### src/sv/tea_pkg.sv
// Shared constants, types and microcode for the Taylor exponential block.
// No dependencies; used by tea_mul and taylor_exp_approximation_top.
package tea_pkg;

  localparam int FRAC_BITS       = 16;
  localparam int RECIP_BITS      = 60;
  localparam int SCALE_BITS      = 40;
  localparam int MAX_ORDER_LIMIT = 12;
  localparam int MAG_W           = 62;   // magnitudes saturate at 2^62 - 1
  localparam int ACC_W           = 128;  // full product width
  localparam int PC_W            = 3;

  localparam logic [MAG_W-1:0] MAG_CAP     = '1;
  localparam logic [3:0]       ORDER_LIMIT = 4'(MAX_ORDER_LIMIT);
  localparam logic [3:0]       ORDER_RESET = 4'd4;
  localparam logic [1:0]       ADDR_SERIES_ORDER = 2'd0;

  localparam logic [63:0] ONE_Q60 = 64'd1 << RECIP_BITS;

  // floor(2^60 / k!) for k = 0..20
  localparam logic [63:0] RECIP_Q60 [21] = '{
    ONE_Q60 / 64'd1,
    ONE_Q60 / 64'd1,
    ONE_Q60 / 64'd2,
    ONE_Q60 / 64'd6,
    ONE_Q60 / 64'd24,
    ONE_Q60 / 64'd120,
    ONE_Q60 / 64'd720,
    ONE_Q60 / 64'd5040,
    ONE_Q60 / 64'd40320,
    ONE_Q60 / 64'd362880,
    ONE_Q60 / 64'd3628800,
    ONE_Q60 / 64'd39916800,
    ONE_Q60 / 64'd479001600,
    ONE_Q60 / 64'd6227020800,
    ONE_Q60 / 64'd87178291200,
    ONE_Q60 / 64'd1307674368000,
    ONE_Q60 / 64'd20922789888000,
    ONE_Q60 / 64'd355687428096000,
    ONE_Q60 / 64'd6402373705728000,
    ONE_Q60 / 64'd121645100408832000,
    ONE_Q60 / 64'd2432902008176640000
  };

  localparam logic [63:0] EVEN_SUM =
    RECIP_Q60[0] + RECIP_Q60[2] + RECIP_Q60[4] + RECIP_Q60[6] + RECIP_Q60[8] +
    RECIP_Q60[10] + RECIP_Q60[12] + RECIP_Q60[14] + RECIP_Q60[16] +
    RECIP_Q60[18] + RECIP_Q60[20];
  localparam logic [63:0] ODD_SUM =
    RECIP_Q60[1] + RECIP_Q60[3] + RECIP_Q60[5] + RECIP_Q60[7] + RECIP_Q60[9] +
    RECIP_Q60[11] + RECIP_Q60[13] + RECIP_Q60[15] + RECIP_Q60[17] +
    RECIP_Q60[19];
  localparam logic [63:0] E_Q60    = EVEN_SUM + ODD_SUM;
  localparam logic [63:0] EINV_Q60 = EVEN_SUM - ODD_SUM;

  // post-multiply right shift
  typedef enum logic [1:0] {
    SHR_FRAC,
    SHR_RECIP,
    SHR_SCALE
  } shr_sel_t;

  typedef struct packed {
    logic     go;
    shr_sel_t shr;
  } mul_req_t;

  typedef enum logic [2:0] {
    OP_INIT,
    OP_MUL_POW,
    OP_MUL_TERM,
    OP_NOP,
    OP_MUL_SCALE,
    OP_MUL_FINAL,
    OP_EMIT
  } op_t;

  typedef enum logic [2:0] {
    C_NEXT,
    C_ALWAYS,
    C_ORDER_ZERO,
    C_N_LE_ORDER,
    C_CNT_ZERO
  } cond_t;

  typedef struct packed {
    op_t             op;
    cond_t           cond;
    logic [PC_W-1:0] target;
  } ucw_t;

  localparam logic [PC_W-1:0] PC_POW       = 3'd1;
  localparam logic [PC_W-1:0] PC_SCALE_CHK = 3'd4;
  localparam logic [PC_W-1:0] PC_FINAL     = 3'd6;

  // control store
  function automatic ucw_t ucode_rom(logic [PC_W-1:0] pc);
    ucw_t w;
    case (pc)
      3'd0:    w = '{op: OP_INIT,      cond: C_ORDER_ZERO, target: PC_SCALE_CHK};
      3'd1:    w = '{op: OP_MUL_POW,   cond: C_NEXT,       target: '0};
      3'd2:    w = '{op: OP_MUL_TERM,  cond: C_NEXT,       target: '0};
      3'd3:    w = '{op: OP_NOP,       cond: C_N_LE_ORDER, target: PC_POW};
      3'd4:    w = '{op: OP_NOP,       cond: C_CNT_ZERO,   target: PC_FINAL};
      3'd5:    w = '{op: OP_MUL_SCALE, cond: C_ALWAYS,     target: PC_SCALE_CHK};
      3'd6:    w = '{op: OP_MUL_FINAL, cond: C_NEXT,       target: '0};
      default: w = '{op: OP_EMIT,      cond: C_NEXT,       target: '0};
    endcase
    return w;
  endfunction

  // floor(2^60 / n!) for the term multiply
  function automatic logic [MAG_W-1:0] term_recip(logic [3:0] n);
    logic [MAG_W-1:0] r;
    case (n)
      4'd1:    r = RECIP_Q60[1][MAG_W-1:0];
      4'd2:    r = RECIP_Q60[2][MAG_W-1:0];
      4'd3:    r = RECIP_Q60[3][MAG_W-1:0];
      4'd4:    r = RECIP_Q60[4][MAG_W-1:0];
      4'd5:    r = RECIP_Q60[5][MAG_W-1:0];
      4'd6:    r = RECIP_Q60[6][MAG_W-1:0];
      4'd7:    r = RECIP_Q60[7][MAG_W-1:0];
      4'd8:    r = RECIP_Q60[8][MAG_W-1:0];
      4'd9:    r = RECIP_Q60[9][MAG_W-1:0];
      4'd10:   r = RECIP_Q60[10][MAG_W-1:0];
      4'd11:   r = RECIP_Q60[11][MAG_W-1:0];
      4'd12:   r = RECIP_Q60[12][MAG_W-1:0];
      default: r = '0;
    endcase
    return r;
  endfunction

endpackage

### src/sv/taylor_exp_approximation_top.sv
// Taylor-series e^x about an integer point, microcoded sequencer over one multiplier.
// Depends on tea_pkg and tea_mul.
//
//   channel  | dir | signals                                 | beat taken when
//   ---------+-----+-----------------------------------------+---------------------------
//   command  | in  | start, busy, arg_value, center_point    | start && !busy
//   result   | out | done, exp_value, saturated              | done (one cycle, no stall)
//   config   | in  | psel, penable, pwrite, paddr, pwdata,   | psel && penable && pwrite
//            |     | prdata, pready                          |   && pready
//
// Each multiply step runs in the shared 32x32 multiplier as four partial products,
// a drain and a shift.
// busy drops in the cycle that done is shown, so the next command can be taken then.
// rst is synchronous: it idles the sequencer and sets series_order to 4.
// The result beat cannot be held off; it is shown for exactly one cycle.
module taylor_exp_approximation_top (
  input  logic               clk,
  input  logic               rst,
  // command
  input  logic               start,
  output logic               busy,
  input  logic signed [21:0] arg_value,
  input  logic signed [4:0]  center_point,
  // result
  output logic               done,
  output logic [31:0]        exp_value,
  output logic               saturated,
  // config
  input  logic               psel,
  input  logic               penable,
  input  logic               pwrite,
  input  logic [1:0]         paddr,
  input  logic [31:0]        pwdata,
  output logic [31:0]        prdata,
  output logic               pready
);

  // ---------------- config register ----------------
  logic [3:0] series_order;
  logic       cfg_wr;

  assign pready = 1'b1;
  assign cfg_wr = psel && penable && pwrite && pready && (paddr == tea_pkg::ADDR_SERIES_ORDER);
  assign prdata = (paddr == tea_pkg::ADDR_SERIES_ORDER) ? 32'(series_order) : '0;

  always_ff @(posedge clk) begin
    if (rst) begin
      series_order <= tea_pkg::ORDER_RESET;
    end else if (cfg_wr) begin
      series_order <= pwdata[3:0];
    end
  end

  // ---------------- command decode ----------------
  logic               accept;
  logic signed [22:0] x_ext;
  logic signed [22:0] a_fix;
  logic signed [22:0] d_full;
  logic [22:0]        d_negd;

  assign accept = start && !busy;
  assign x_ext  = 23'(arg_value);
  assign a_fix  = 23'(center_point) <<< tea_pkg::FRAC_BITS;
  assign d_full = x_ext - a_fix;   // shift x - a in Q.16, always fits 23 bits
  assign d_negd = -d_full;

  // ---------------- datapath registers ----------------
  logic [21:0]                dmag;       // |x - a|
  logic                       dneg;       // x - a < 0: odd terms subtract
  logic                       a_neg;      // scale by 1/e instead of e
  logic [4:0]                 cnt;        // scale multiplies left
  logic [3:0]                 order;
  logic [3:0]                 n;          // current term order
  logic [tea_pkg::MAG_W-1:0]  pw;         // running power, Q.16
  logic signed [63:0]         sum;        // partial sum, Q.16, clamped to +-cap
  logic [tea_pkg::MAG_W-1:0]  scale;      // e^a, Q.40
  logic [tea_pkg::MAG_W-1:0]  prod;       // |sum| * scale, Q.16

  // ---------------- sequencer ----------------
  logic [tea_pkg::PC_W-1:0]  pc;
  logic                      mul_wait;
  tea_pkg::ucw_t             ucw;
  logic                      is_mul;
  logic                      step_done;
  logic                      take;

  tea_pkg::mul_req_t         mreq;
  logic [tea_pkg::MAG_W-1:0] mopa;
  logic [tea_pkg::MAG_W-1:0] mopb;
  logic                      mdone;
  logic [tea_pkg::MAG_W-1:0] mres;

  logic [tea_pkg::MAG_W-1:0] factor;
  logic [tea_pkg::MAG_W-1:0] smag;
  logic signed [63:0]        term_s;
  logic signed [63:0]        sum_raw;
  logic signed [63:0]        sum_next;
  logic signed [63:0]        cap_s;
  logic signed [63:0]        sum_negd;

  assign ucw = tea_pkg::ucode_rom(pc);

  assign is_mul = (ucw.op == tea_pkg::OP_MUL_POW) || (ucw.op == tea_pkg::OP_MUL_TERM) ||
                  (ucw.op == tea_pkg::OP_MUL_SCALE) || (ucw.op == tea_pkg::OP_MUL_FINAL);
  assign step_done = busy && (!is_mul || (mul_wait && mdone));

  always_comb begin
    case (ucw.cond)
      tea_pkg::C_NEXT:       take = 1'b0;
      tea_pkg::C_ALWAYS:     take = 1'b1;
      tea_pkg::C_ORDER_ZERO: take = (order == 4'd0);
      tea_pkg::C_N_LE_ORDER: take = (n <= order);
      tea_pkg::C_CNT_ZERO:   take = (cnt == 5'd0);
      default:               take = 1'b0;
    endcase
  end

  assign factor   = a_neg ? tea_pkg::EINV_Q60[tea_pkg::MAG_W-1:0]
                          : tea_pkg::E_Q60[tea_pkg::MAG_W-1:0];
  assign sum_negd = -sum;
  assign smag     = sum[63] ? sum_negd[tea_pkg::MAG_W-1:0] : sum[tea_pkg::MAG_W-1:0];

  // operand routing for the shared multiplier
  always_comb begin
    mreq.go  = busy && is_mul && !mul_wait;
    mreq.shr = tea_pkg::SHR_RECIP;
    mopa     = '0;
    mopb     = '0;
    case (ucw.op)
      tea_pkg::OP_MUL_POW: begin
        mreq.shr = tea_pkg::SHR_FRAC;
        mopa     = pw;
        mopb     = tea_pkg::MAG_W'(dmag);
      end
      tea_pkg::OP_MUL_TERM: begin
        mreq.shr = tea_pkg::SHR_RECIP;
        mopa     = pw;
        mopb     = tea_pkg::term_recip(n);
      end
      tea_pkg::OP_MUL_SCALE: begin
        mreq.shr = tea_pkg::SHR_RECIP;
        mopa     = scale;
        mopb     = factor;
      end
      tea_pkg::OP_MUL_FINAL: begin
        mreq.shr = tea_pkg::SHR_SCALE;
        mopa     = smag;
        mopb     = scale;
      end
      default: begin
        mreq.shr = tea_pkg::SHR_RECIP;
      end
    endcase
  end

  tea_mul u_mul (
    .clk  (clk),
    .rst  (rst),
    .req  (mreq),
    .opa  (mopa),
    .opb  (mopb),
    .done (mdone),
    .res  (mres)
  );

  // term accumulate with clamp to +-(2^62 - 1)
  assign cap_s   = signed'(64'(tea_pkg::MAG_CAP));
  assign term_s  = signed'(64'(mres));
  assign sum_raw = (dneg && n[0]) ? (sum - term_s) : (sum + term_s);

  always_comb begin
    if (sum_raw > cap_s) begin
      sum_next = cap_s;
    end else if (sum_raw < -cap_s) begin
      sum_next = -cap_s;
    end else begin
      sum_next = sum_raw;
    end
  end

  always_ff @(posedge clk) begin
    if (rst) begin
      busy     <= 1'b0;
      done     <= 1'b0;
      mul_wait <= 1'b0;
      pc       <= '0;
    end else begin
      done <= 1'b0;
      if (accept) begin
        busy     <= 1'b1;
        pc       <= '0;
        mul_wait <= 1'b0;
        dmag     <= d_full[22] ? d_negd[21:0] : d_full[21:0];
        dneg     <= d_full[22];
        a_neg    <= center_point[4];
        cnt      <= center_point[4] ? 5'(-center_point) : 5'(center_point);
        order    <= (series_order > tea_pkg::ORDER_LIMIT) ? tea_pkg::ORDER_LIMIT
                                                          : series_order;
      end else if (busy) begin
        if (mreq.go) begin
          mul_wait <= 1'b1;
        end
        if (step_done) begin
          mul_wait <= 1'b0;
          pc       <= take ? ucw.target : pc + 3'd1;
          case (ucw.op)
            tea_pkg::OP_INIT: begin
              pw    <= tea_pkg::MAG_W'(1) << tea_pkg::FRAC_BITS;
              sum   <= 64'sd1 <<< tea_pkg::FRAC_BITS;
              scale <= tea_pkg::MAG_W'(1) << tea_pkg::SCALE_BITS;
              n     <= 4'd1;
            end
            tea_pkg::OP_MUL_POW: begin
              pw <= mres;
            end
            tea_pkg::OP_MUL_TERM: begin
              sum <= sum_next;
              n   <= n + 4'd1;
            end
            tea_pkg::OP_MUL_SCALE: begin
              scale <= mres;
              cnt   <= cnt - 5'd1;
            end
            tea_pkg::OP_MUL_FINAL: begin
              prod <= mres;
            end
            tea_pkg::OP_EMIT: begin
              busy <= 1'b0;
              done <= 1'b1;
              // negative sum clips to zero; a zero product is a plain zero
              if (sum[63] && (prod != '0)) begin
                exp_value <= '0;
                saturated <= 1'b1;
              end else if (|prod[tea_pkg::MAG_W-1:32]) begin
                exp_value <= '1;
                saturated <= 1'b1;
              end else begin
                exp_value <= prod[31:0];
                saturated <= 1'b0;
              end
            end
            default: begin
            end
          endcase
        end
      end
    end
  end

endmodule

### src/sv/tea_mul.sv
// Multi-cycle 62x62 multiply, right shift and saturate at 2^62 - 1.
// Depends on tea_pkg. Four 32x32 partial products, one per cycle, then a drain.
module tea_mul (
  input  logic                     clk,
  input  logic                     rst,
  input  tea_pkg::mul_req_t        req,
  input  logic [tea_pkg::MAG_W-1:0] opa,
  input  logic [tea_pkg::MAG_W-1:0] opb,
  output logic                     done,
  output logic [tea_pkg::MAG_W-1:0] res
);

  logic [tea_pkg::MAG_W-1:0] a_q;
  logic [tea_pkg::MAG_W-1:0] b_q;
  tea_pkg::shr_sel_t         shr_q;
  logic                      run;
  logic [2:0]                step;
  logic [63:0]               pp;
  logic [1:0]                pp_off;
  logic                      pp_vld;
  logic [tea_pkg::ACC_W-1:0] acc;

  logic [31:0]               a_half;
  logic [31:0]               b_half;
  logic [tea_pkg::ACC_W-1:0] pp_shifted;
  logic [tea_pkg::ACC_W-1:0] acc_sh;
  logic                      sat;

  assign a_half = step[1] ? 32'(a_q[tea_pkg::MAG_W-1:32]) : a_q[31:0];
  assign b_half = step[0] ? 32'(b_q[tea_pkg::MAG_W-1:32]) : b_q[31:0];
  assign pp_shifted = tea_pkg::ACC_W'(pp) << (7'd32 * 7'(pp_off));

  always_comb begin
    case (shr_q)
      tea_pkg::SHR_FRAC:  acc_sh = acc >> tea_pkg::FRAC_BITS;
      tea_pkg::SHR_RECIP: acc_sh = acc >> tea_pkg::RECIP_BITS;
      tea_pkg::SHR_SCALE: acc_sh = acc >> tea_pkg::SCALE_BITS;
      default:            acc_sh = acc;
    endcase
  end

  assign sat = |acc_sh[tea_pkg::ACC_W-1:tea_pkg::MAG_W];

  always_ff @(posedge clk) begin
    if (rst) begin
      run    <= 1'b0;
      pp_vld <= 1'b0;
      done   <= 1'b0;
      step   <= '0;
    end else begin
      done <= 1'b0;
      if (req.go) begin
        a_q    <= opa;
        b_q    <= opb;
        shr_q  <= req.shr;
        acc    <= '0;
        step   <= '0;
        run    <= 1'b1;
        pp_vld <= 1'b0;
      end else if (run) begin
        if (pp_vld) begin
          acc <= acc + pp_shifted;
        end
        if (!step[2]) begin
          pp     <= 64'(a_half) * 64'(b_half);
          pp_off <= 2'(step[1]) + 2'(step[0]);
          pp_vld <= 1'b1;
          step   <= step + 3'd1;
        end else if (pp_vld) begin
          pp_vld <= 1'b0;
          step   <= step + 3'd1;
        end else begin
          res  <= sat ? tea_pkg::MAG_CAP : acc_sh[tea_pkg::MAG_W-1:0];
          done <= 1'b1;
          run  <= 1'b0;
        end
      end
    end
  end

endmodule

### config.mk
export PLATFORM = sky130hd
export DESIGN_NAME = taylor_exp_approximation_top
export DESIGN_NICKNAME = d
export VERILOG_FILES = /design/src/sv/tea_pkg.sv /design/src/sv/taylor_exp_approximation_top.sv /design/src/sv/tea_mul.sv
export SDC_FILE = /design/constraint.sdc
export NUM_CORES = 2
export LEC_CHECK = 0
export ABC_AREA = 1
export ABC_CLOCK_PERIOD_IN_PS = 10700
export BUFFER_PORTS_ARGS = -buffer_cell sky130_fd_sc_hd__buf_2
export CAP_MARGIN = 0
export CORE_MARGIN = 2
export CORE_UTILIZATION = 35
export CTS_CLUSTER_DIAMETER = 100
export DETAILED_ROUTE_END_ITERATION = 6
export SYNTH_ARGS = -nofsm -noshare
export SYNTH_HDL_FRONTEND = slang
export SYNTH_SLANG_ARGS = --single-unit
### constraint.sdc
create_clock -name clk -period 10.7 [get_ports clk]
set_clock_uncertainty 0.2 [all_clocks]
set_input_delay 2.14 -clock clk [delete_from_list [all_inputs] [get_ports clk]]
set_output_delay 2.14 -clock clk [all_outputs]
set_load 0.03 [all_outputs]
Word level (Yosys, flattened, before mapping)

Memory sizes are Yosys's and may differ from the RTL's. A register that Yosys moved wholly into a read port is not among the register bits.
Cells that the tools add are included.

Bits in registers: 718
Memory bits (read-only): 880
Input bits: 67
Output and inout port bits: 68
Logic and storage cells: 173
Memories kept: 1

Memories:

| name            | depth | width | read ports | clocked after memory_dff | wr ports | line           | RTL |
|---|---|---|---|---|---|---|---|
| (no name shown) | 16    | 55    | 1          | 1                        | 0        | tea_pkg.sv:115 | `case (n)` |

Add/sub/neg operators: 12
Multipliers: 1
Order comparisons: 4
Equal/unequal tests: 18
Shifts and indexed selects: 1
Mux-type cells: 45
Bitwise operators: 8
Reductions and logical operators: 54

Operators with widths:

| kind                   | count |
|---|---|
| $pmux W128 S3          | 1 |
| $mux W128              | 2 |
| $pmux W62 S2           | 2 |
| $pmux W62 S4           | 1 |
| $mux W64               | 3 |
| $pmux W62 S3           | 1 |
| $add A128 B128 Y128    | 1 |
| $pmux W64 S2           | 1 |
| $shl A64 B7 Y128       | 1 |
| $mux W62               | 2 |
| $mux W32               | 3 |
| $reduce_or A66 Y1      | 1 |
| $add A64 B63 Y64       | 1 |
| $gt A64 B63 Y1 const B | 1 |
| $lt A64 B63 Y1 const B | 1 |
| $mul A32 B32 Y64       | 1 |
| $sub A64 B63 Y64       | 1 |
| $pmux W9 S7            | 1 |
| $neg A62 Y62           | 1 |
| $reduce_bool A62 Y1    | 1 |
| $reduce_and A5 Y1      | 6 |
| $reduce_or A30 Y1      | 1 |
| $mux W5                | 5 |
| $sub A22 B21 Y23       | 1 |
| other kinds (35)       | 103 |

Logic depth before layout (Yosys ltp)

Word-level depth: 12
Mapped depth: 43
Depth with buffers taken out: 41

Modules after synthesis

Synthesis repeated with hierarchy kept, for this count alone.

Cell total of the unflattened synthesis: 12207
Area total of the unflattened synthesis: 89807.4 µm²

Modules (own cells, without submodules):

| module                       | times used | cells each | area each (µm²) | sequential area each (µm²) |
|---|---|---|---|---|
| tea_mul                      | 1          | 8576       | 63412.1         | 11591.1 |
| taylor_exp_approximation_top | 1          | 3631       | 26395.3         | 10770.3 |

Worst setup path after synthesis

OpenSTA, ideal clock, no wires.

Kind: input-to-reg
Start point: in rst
End point: reg u_mul.acc[0] (netlist bit), enable pin
Library setup time: 657 ps
Data arrival time: 8505 ps
Required time: 9843 ps
Path slack: 1338 ps
Stages: 2
Buffers on the path: 1
Cells stage by stage: clkbuf_1 a21oi_1

Cells in the longest elaborated chain, start to end: 2

RTL lines:

| element                     | line                               | RTL |
|---|---|---|
| start, declared             | taylor_exp_approximation_top.sv:18 | `input logic rst,` |
| $not A1 Y1 (no line)        | --                                 |  |
| $reduce_and A3 Y1 (no line) | --                                 |  |
| end signal, assigned        | tea_mul.sv:62                      | `acc <= acc + pp_shifted;` |
| end, declared               | tea_mul.sv:21                      | `logic [tea_pkg::ACC_W-1:0] acc;` |

Every way passes these cells.
A chain may end at the register's enable or synchronous reset.

Worst setup path in the final report

Start point: reg u_mul.step[1]
End point: reg u_mul.pp[56] (data pin)

Cells in the longest elaborated chain, start to end: 2

RTL lines:

| element                | line          | RTL |
|---|---|---|
| start, declared        | tea_mul.sv:17 | `logic [2:0] step;` |
| start signal, assigned | tea_mul.sv:68 | `step <= step + 3'd1;` |
| start signal, assigned | tea_mul.sv:71 | `step <= step + 3'd1;` |
| $mux W32               | tea_mul.sv:29 | `assign a_half = step[1] ? 32'(a_q[tea_pkg::MAG_W-1:32]) : a_q[31:0];` |
| $mul A32 B32 Y64       | tea_mul.sv:65 | `pp <= 64'(a_half) * 64'(b_half);` |
| end signal, assigned   | tea_mul.sv:65 |  |
| end, declared          | tea_mul.sv:18 | `logic [63:0] pp;` |

Every way passes these cells.

==> qor.yml <==
synth:
  synthAdderAreaFrac: 0.281
  synth_top_area_frac: 0.247
  ys_seq_area_frac: 0.262
  synth_top_family_by_area: "adder cells"
  synthSimpleGateAreaFrac: 0.216
  async_flop_share: 0
  avgSynthCellArea_sq_um: 7.72
  ys_seq_elements: 766
  synth_edf_count: 702
  post_synth_inst_count: 11100
  yosysUniqueCellTypes: 63
  yosys.area.top_type: "edfxtp_1"
  synth-compound-area-share: 0.105
  synth.area.top_cells: "edfxtp_1 25%, fa_1 21%, nand2_1 9.8%"
  syn-cell-area_sq_um: 85500
  muxShareOfSynthArea: 0
  synth-xor-area-share: 0.0215
  yosys_most_used_dff: "edfxtp_1"
  ys_warn_count: 0
critical_path:
  endpoint: "u_mul.pp[56]"
  worst_ep_required_time_ps: 10950
  reg2regPathDepth: 28
  rr_startpoint: "u_mul.step[1]"
  startpoint_type: "flop"
  reg2reg_to: "u_mul.pp[56]"
  critPathMaxFanout: 32
  cpPeakStageDelay_ps: 850
  criticalPathCategory: "reg -> reg"
  cp_slowest_cell: "clkinv_1"
  reg2reg_slack_ps: 1190
  crit_path_end_kind: "flop"
  crit_path_start: "u_mul.step[1]"
  path_common_cell: "fa_1"
  cp_data_arrival_time_ps: 9760
sta:
  fin_crit_sh: 0.889
  slew_violations: 0
  finalSetupViolations: 0
  rsz0062_at_grt: "no"
  max_freq_ghz: 0.105
  worst_slew_pin_slew_ps: 1450
  finalCriticalPeriod_ps: 9510
  hold_viol_final: 0
  setup_tns_ps: 0
  timing.slew.headroom: 0.0225
clocking:
  h-tree-depth: 3
  cts_setup_buffers: 0
  cts_buffer_depth: 3
  cts.clk_slew.worst_paths_ps: 70
  cts_tree: "yes"
  hold_buffers: 0
  clock-sinks: 766
  cts_root_buffer: "clkbuf_16"
  insertion_delay_ps: 770
  cts_buffers: 85
  cts_resized: 0
route:
  wirelength_um: 339000
  first_pass_iters: 7
  wire_per_inst_um: 23.7
  drtIter0Drc: 9304
  vias_per_cell: 5.35
  postRouteAntennaNets: 0
  drc: 0
  vias: 76500
floorplan:
  die_x_um: 498
  die_height_um: 498
  ios: 135
  coreArea_sq_um: 243000
  start_util: 0.352
  row_count: 181
  dieArea_sq_um: 248000
cells_and_area:
  final_nets: 12500
  final_layout_size_suffix_gt1_frac: 0.0491
  area_growth_syn_to_layout_pct: 8.35
status:
  outcome: "completed"
hold_path:
  hold_depth: 2
  min_path_type: "reg -> reg"
global_route:
  grt_first_pass_wirelength_um: 494000
  grt_pass1_vias: 73200
  grt_usage: 0.269
  grt_start_max_net_pins: 129
  antenna_found_initial: 10
  grt-ovfl-total: 0
place:
  portBuffers: 77
  dp_hpwl_um: 274000
  place_congestion: 1.08
job:
  drv_cap: 0
-- layer usage --
metal | track usage | wire length, um | vias to the layer above | share of wire
met5 | 0 | 13 | - | 0.000038
met3 | 0.0555 | 35900 | 694 | 0.11
li1 | - | - | 34700 | -
met2 | 0.403 | 144000 | 3849 | 0.43
met1 | 0.375 | 142000 | 37300 | 0.42
met4 | 0.118 | 17500 | 2 | 0.052
-- placed cells by master, fill, tap and decap left out, drive strengths merged, types with 5 or more instances in the layout --
| cell type | count |
|---|---|
| a221o | 16 |
| a21oi | 641 |
| ha | 483 |
| nand3 | 292 |
| a21boi | 21 |
| a221oi | 63 |
| nor3 | 87 |
| nand4 | 60 |
| a32o | 9 |
| a21o | 28 |
| o221ai | 7 |
| nor4 | 72 |
| nor2 | 1749 |
| edfxtp | 702 |
| clkbuf | 111 |
| nand2 | 2240 |
| clkinv | 54 |
| and2 | 5 |
| o211ai | 23 |
| fa | 899 |
| inv | 2168 |
| xnor2 | 65 |
| conb | 29 |
| a22oi | 63 |
| o2111ai | 7 |
| o21bai | 38 |
| a211oi | 6 |
| buf | 208 |
| nand3b | 8 |
| o31ai | 5 |
| xor2 | 145 |
| dfxtp | 64 |
| o21ai | 539 |
| o22ai | 20 |
| a31oi | 41 |
| or2 | 72 |
| clkinvlp | 7 |
| o21a | 42 |
-- kinds of logic after synthesis --
logic type | Yosys count
buffers and inverters | 2546
AND/OR/NAND/NOR | 4592
other | 2
XOR/XNOR | 210
adder cells (fa/ha/maj) | 1382
AO/OA/AOI/OAI | 1578
flip-flops | 766
-- metrics by stage --
stage	std cells	hold slack (ps)	utilization	setup slack, ps	area (sq um)
after floorplan	11100	226	-	1340	85600
after global placement	14200	250	0.369	1400	89700
after detailed placement	14200	261	0.369	1420	89700
after CTS	14300	276	0.381	1330	92600
after global routing	14300	308	0.381	806	92600
final	14300	283	0.381	1190	92600
-- critical path, delay by kind of cell (launching register included) --
family          cells  cell delay (ps)
fa+ha+maj           9             4440
buf+inv             7             1810
simple gates        7             1560
compound gates      4              710
flops               1              320
xor+xnor            1              150
-- cell usage after synthesis (4+ instances only) --
master / instances
a211oi_1: 6
nand3b_1: 7
a21oi_1: 640
or2_2: 70
a221oi_1: 63
o21bai_1: 38
a22oi_1: 63
nor4_1: 72
o31ai_1: 5
dfxtp_1: 64
xor2_1: 145
o22ai_1: 20
nand2_1: 2229
a32o_1: 9
clkinv_1: 22
o211ai_1: 23
inv_1: 2142
o221ai_1: 7
buf_1: 19
xnor2_1: 65
fa_1: 899
ha_1: 483
nand3_2: 11
nor2_2: 10
nand3_1: 281
a21o_1: 28
buf_6: 4
edfxtp_1: 702
a21boi_0: 19
nor2_4: 5
clkbuf_1: 295
a31oi_1: 41
inv_2: 20
a221o_1: 16
nor2_1: 1734
nand2_2: 8
o21ai_1: 52
o2111ai_1: 7
nor3_1: 85
and2_1: 5
o21a_1: 42
nand4_1: 59
o21ai_0: 483
buf_4: 30
buf_2: 14
-- layout make-up --
cell class | instances | area [sq um]
Inverter | 2184 | 8200
Clock inverter | 49 | 563
Timing Repair Buffer | 208 | 1380
Fill cell | 25400 | 150000
Tap cell | 3202 | 4010
Clock buffer | 111 | 2350
Multi-Input combinational cell | 7791 | 53700
Sequential cell | 766 | 22400
Antenna cell | 2 | 5.00
-- registers in the layout, indices dropped and copies added, names as in the netlist, 5 cells and up, named ones only --
signal,count
scale,62
dmag,22
u_mul.b_q,62
sum,64
prod,62
cnt,5
pw,62
exp_value,32
u_mul.res,62
u_mul.acc,128
u_mul.pp,64
u_mul.a_q,62
-- worst min path at each step --
stage	startpoint	endpoint	slack (ps)
2_1_floorplan	u_mul.res[60]	prod[60]	230
3_3_place_gp	u_mul.step[2]	u_mul.step[2]	250
3_5_place_dp	u_mul.step[2]	u_mul.step[2]	260
4_1_cts	u_mul.step[2]	u_mul.step[2]	280
5_1_grt	u_mul.res[61]	prod[61]	310
6_report	u_mul.step[2]	u_mul.step[2]	280
Power is not shown: default switching activity piles up to over one toggle a cycle in this logic, so the estimate is an artifact.
